==> config.mk <==
export PLATFORM = sky130hd
export DESIGN_NAME = tovc_div_pipe
export DESIGN_NICKNAME = d
export VERILOG_FILES = /design/src/rtl/core/tovc_pkg.sv /design/src/rtl/core/tovc_div_pipe.sv
export SDC_FILE = /design/constraint.sdc
export NUM_CORES = 2
export LEC_CHECK = 0
export ABC_AREA = 1
export BUFFER_PORTS_ARGS = -buffer_cell sky130_fd_sc_hd__buf_2
export CORE_ASPECT_RATIO = 1.5
export CORE_MARGIN = 4
export CORE_UTILIZATION = 50
export DETAILED_ROUTE_END_ITERATION = 6
export GPL_TIMING_DRIVEN = 0
export PLACE_DENSITY = 0.62
export SLEW_MARGIN = 20
export SYNTH_ARGS = -nofsm -noshare
export SYNTH_HDL_FRONTEND = slang
export SYNTH_SLANG_ARGS = --single-unit
==> constraint.sdc <==
create_clock -name clock -period 2.5 [get_ports clock]
set_input_delay 0.25 -clock clock [delete_from_list [all_inputs] [get_ports clock]]
set_output_delay 0.25 -clock clock [all_outputs]
set_load 0.03 [all_outputs]
==> src/rtl/core/tovc_pkg.sv <==
package tovc_pkg;

   // coordinate width of one vertex field
   localparam int COORD_BITS = 16;

   // fixed-point formats of the cosine path
   localparam int COS_FRAC   = 15;
   localparam int COS_W      = COS_FRAC + 2;
   localparam int NORM_BITS  = 30;
   localparam int ROOT_W     = NORM_BITS + 1;
   localparam int GREEN_W    = 16;
   localparam int CSR_W      = 16;

   localparam logic [CSR_W-1:0]   CRIT_COS_RESET = 16'hA57E;
   localparam logic [GREEN_W-1:0] GREEN_FULL     = 16'hFFFF;

   typedef struct packed {
      logic [COORD_BITS-1:0] ax;
      logic [COORD_BITS-1:0] ay;
      logic [COORD_BITS-1:0] az;
      logic [COORD_BITS-1:0] bx;
      logic [COORD_BITS-1:0] by;
      logic [COORD_BITS-1:0] bz;
      logic [COORD_BITS-1:0] cx;
      logic [COORD_BITS-1:0] cy;
      logic [COORD_BITS-1:0] cz;
   } req_word_type;

   typedef struct packed {
      logic               is_overhang;
      logic [GREEN_W-1:0] green_level;
   } rsp_word_type;

endpackage

==> src/rtl/core/tovc_div_pipe.sv <==
module tovc_div_pipe
   import tovc_pkg::*;
#(
   parameter int NUM_W  = 46,
   parameter int DEN_W  = 31,
   parameter int Q_W    = 17,
   parameter int SIDE_W = 2
) (
   input  logic              clock,
   input  logic              reset,
   input  logic              in_valid,
   input  logic [NUM_W-1:0]  in_num,
   input  logic [DEN_W-1:0]  in_den,
   input  logic [SIDE_W-1:0] in_side,
   output logic              out_valid,
   output logic [Q_W-1:0]    out_quo,
   output logic [SIDE_W-1:0] out_side
);

   // quotient is known to fit in Q_W bits
   localparam int REM_W = (NUM_W > DEN_W + Q_W) ? NUM_W : DEN_W + Q_W;

   logic              vld_ff  [Q_W];
   logic [REM_W-1:0]  rem_ff  [Q_W];
   logic [DEN_W-1:0]  den_ff  [Q_W];
   logic [Q_W-1:0]    quo_ff  [Q_W];
   logic [SIDE_W-1:0] side_ff [Q_W];

   // restoring division, one quotient bit per stage
   for (genvar k = 0; k < Q_W; k++) begin : g_stage
      localparam int SH = Q_W - 1 - k;
      logic              vld_prev;
      logic [REM_W-1:0]  rem_prev;
      logic [DEN_W-1:0]  den_prev;
      logic [Q_W-1:0]    quo_prev;
      logic [SIDE_W-1:0] side_prev;
      logic [REM_W-1:0]  trial;
      logic              ge;
      logic [REM_W-1:0]  rem_in;
      logic [Q_W-1:0]    quo_in;

      if (k == 0) begin : g_first
         assign vld_prev  = in_valid;
         assign rem_prev  = REM_W'(in_num);
         assign den_prev  = in_den;
         assign quo_prev  = '0;
         assign side_prev = in_side;
      end else begin : g_next
         assign vld_prev  = vld_ff[k-1];
         assign rem_prev  = rem_ff[k-1];
         assign den_prev  = den_ff[k-1];
         assign quo_prev  = quo_ff[k-1];
         assign side_prev = side_ff[k-1];
      end

      always_comb begin
         trial = REM_W'(den_prev) << SH;
         ge    = rem_prev >= trial;
         if (ge) begin
            rem_in = rem_prev - trial;
            quo_in = quo_prev | (Q_W'(1) << SH);
         end else begin
            rem_in = rem_prev;
            quo_in = quo_prev;
         end
      end

      always_ff @(posedge clock) begin
         if (reset) begin
            vld_ff[k] <= 1'b0;
         end else begin
            vld_ff[k] <= vld_prev;
         end
      end

      always_ff @(posedge clock) begin
         rem_ff[k]  <= rem_in;
         den_ff[k]  <= den_prev;
         quo_ff[k]  <= quo_in;
         side_ff[k] <= side_prev;
      end
   end

   assign out_valid = vld_ff[Q_W-1];
   assign out_quo   = quo_ff[Q_W-1];
   assign out_side  = side_ff[Q_W-1];

endmodule

==> results summary <==
The via count came out at 85630. The height of the die came out at 516.0 um. The cell taking the most area after synthesis is dfxtp_1.

The category of the critical setup timing path is reg -> reg. The critical path's most frequent cell is nand2_1. Row generation in the floorplan step produced 186 rows. The worst setup path is captured at a flop. By count the netlist is led by nand2_1 (5591), inv_1 (2792), dfxtp_1 (1468), nor2_1 (1194), nand3_1 (756). The combined area of all synthesized cells is 86030 um2. CTS built an H-tree with a depth of 4.

The maximum root-to-sink buffer count came out at 3. For this run, the number of Yosys warnings is 0. The number of antenna violations at the first check in global routing was 8. The smallest clock period supported by the final layout is computed as 2.524 ns. The synthesized design contains 0 enable-type register cells. The placeable core area came out at 171100 um2. Clock-pin slew was measured on the worst setup and hold paths at 0.08 ns. The post-detailed-route wirelength per cell came out at 20.19 um. The remaining antenna violation count came out at 0. In the post-synthesis netlist, the biggest area contributors are dfxtp_1 (34%), nand2_1 (24%), inv_1 (12%). The checks that failed: negative setup slack.

The largest stage delay on the critical path came out at 0.49 ns. The per-cell via count in the routed design came out at 5.130. The part of the Yosys area used for sequential elements came out at 34.16%. The most used flip-flop cell after synthesis is dfxtp_1. The proportion of register bits with asynchronous set or reset after synthesis came out at 0%. Timing would allow up to 0.3962 GHz. The sum of overflow across all layers after global routing came out at 0. The arrival time of data at the critical path endpoint came out at 3.27 ns. The transition time of the tightest slew-check pin is 0.7213 ns. The run finished, with violations left.

The flip-flop and latch count after synthesis is 1468. The total design power is 129.3 mW. The number of violations of the max-capacitance limit came out at 0. The maximum fanout along the worst path came out at 5. The total I/O pin count came out at 102. Input and output buffers added on the ports amount to 100. The power density over the cells came out at 1302 nW/um2. In the final design database the tool counted 14940 nets.

The worst-skew pair later-pin latency came out at 0.84 ns. STA classifies the critical path startpoint as a flop. The number of global-route vias before repair is 81820. Yosys instantiated no cell more often than nand2_1. The uppermost metal layer occupied by signal nets is met5. The half-perimeter wire length of the detailed placement result is 281.1 mm. The post-route core utilization is 58.07%. The worst setup slack before clock tree synthesis came out at -0.9981 ns. Setup repair after global routing could not meet its margin everywhere. The die is 346.7 um wide.

The share of cells above drive strength 1 is 9.465%. The total negative slack for setup checks is -0.02852 ns. Summed over all nets, wire length on met2 after detailed routing comes to 159.8 mm. The data required time at the worst endpoint came out at 3.24 ns. The synthesized netlist cell count is 13900.

The number of instances in the placed design is 16260. TritonCTS built the clock tree. The combined buffer and inverter count along the critical path came out at 3. The placed instances occupy a cell area of 89390 um2. The total global-route track usage is 36.07%.

Synthesis produced a netlist with a net count of 14520. The leakage dissipation came out at 54.73 nW. The count of filler cells inserted in the layout is 17030. The clock sink count is 1468. Hold is met by 0.05676 ns.

The clock buffer count from CTS is 144. The class of the most critical hold timing path is in -> reg. The average footprint of a synthesized cell came out at 6.190 um2.

The number of violations reported at the end of detailed-routing iteration 0 came out at 6925. On the critical path the largest part of the delay comes from simple AND/OR/NAND/NOR gates. The area added between synthesis and finish is 15.46%. Summed over all nets, wire length on met3 after detailed routing comes to 18.36 mm. The tree is rooted in a clkbuf_16.

The number of DRC violations after detailed routing came out at 0. The hold violation total from the final report is 0. After the flow finishes, the layout carries non-filler instances totaling 16690. The finished layout cell area is 99330 um2.

Once routing completed, OpenROAD measured the worst setup slack at -0.02412 ns. The critical-path cell with the highest stage delay is dfxtp_1. The die area came out at 178900 um2. Counting distinct cell types in the post-synthesis netlist gives 47.

The global placement routability congestion is 1.095. IR analysis of the VDD net gives a maximum drop of 0.8518 mV. The headroom to the max-slew limit came out at 51.91%.

The area share of the largest cell type after synthesis came out at 34.16%. The detailed-routing iteration count for the pre-antenna-repair pass came out at 7. The max-slew violation count came to 0. The effective utilization at floorplan is 50.30%. The first global-routing pass estimated 485.7 mm of wire. The detailed-route wire length on metal 1 came out at 120.1 mm. The pin count of the biggest net entering global routing is 20. Across the routed clock network, the largest skew measured is 0.03682 ns. The overall routed net length is 337.1 mm. The share of the cycle needed by the critical path after routing is 101.0%. Traced cell by cell, the critical path runs through ha_1 -> inv_1 -> o21bai_1 -> nor2_1 -> nand2_1 -> nor2_2 -> nand3_2 -> nor2_4 -> buf_4 -> buf_8 -> nand2_1 -> nand2_1.

The number of endpoints failing setup at the final stage is 3.
-- per-layer routing --
metal / vias up / global-route usage [%]
met2: 3146 / 62.37
met3: 1258 / 5.208
met5: - / 0
met4: 2 / 34.10
li1: 42700 / -
met1: 38530 / 37.42
-- state kept, by name (all words and copies together), names as in the netlist --
| signal | count |
|---|---|
| quo_ff | 153 |
| den_ff | 496 |
| vld_ff | 17 |
| rem_ff | 768 |
| side_ff | 34 |
-- power by group --
group          switching, mW  internal (mW)
logic                   47.6           22.9
clock network           9.94           12.1
registers               6.76           30.0
total                   64.3           65.0
-- timing repair --
action / in CTS / in global routing
pin swaps: 25 / 65
endpoints found under the hold margin: 87 / 0
endpoints found under the setup margin: 589 / 591
cloned: 0 / 7
buffers inserted: 37 / 47
resized for setup: 393 / 618
hold buffers: 83 / 0
-- worst paths after layout --
kind                          start                endpoint  slack (ns)  cells after the start
max          rem_ff[0][609]$_DFF_P_  rem_ff[0][650]$_DFF_P_       -0.02                     12
min                      in_side[0]   side_ff[0][0]$_DFF_P_        0.06                      2
max reg2reg  rem_ff[0][609]$_DFF_P_  rem_ff[0][650]$_DFF_P_       -0.02                     12
min reg2reg  quo_ff[12][11]$_DFF_P_  quo_ff[13][11]$_DFF_P_        0.32                      0
-- cell families (layout without fill, tap and decap cells) --
kind of cell             Yosys count  in the layout  share of synthesized area (%)
adder cells (fa/ha/maj)          542            542                          8.022
other                              0              6                              0
buffers and inverters           2916           3449                          13.12
AO/OA/AOI/OAI                    672            672                          4.207
AND/OR/NAND/NOR                 8004           8005                          37.47
XOR/XNOR                         296            296                          3.013
flip-flops                      1468           1468                          34.16
-- area by class of cell --
type	instances	area, um2	area share, %
Inverter	2801	10530	10.60
Clock buffer	177	3901	3.927
Antenna cell	6	15.01	0.01512
Timing Repair Buffer	275	2141	2.155
Buffer	114	1077	1.085
Multi-Input combinational cell	9515	48300	48.63
Clock inverter	82	857.1	0.8628
Tap cell	2256	2823	2.842
Sequential cell	1468	29690	29.89
-- placed cells by master (no fill, tap or decap), drive strengths merged, types with 14 or more instances in the layout --
cell	n
a21oi	464
and2	14
buf	290
clkbuf	193
clkinv	44
dfxtp	1468
dlygate4sd3	83
fa	16
ha	526
inv	2822
nand2	5619
nand3	763
nand3b	71
nand4	188
nor2	1222
nor3	106
o21ai	159
o21bai	33
xnor2	42
xor2	254
No activity file was read; power rests on OpenSTA's default activity.
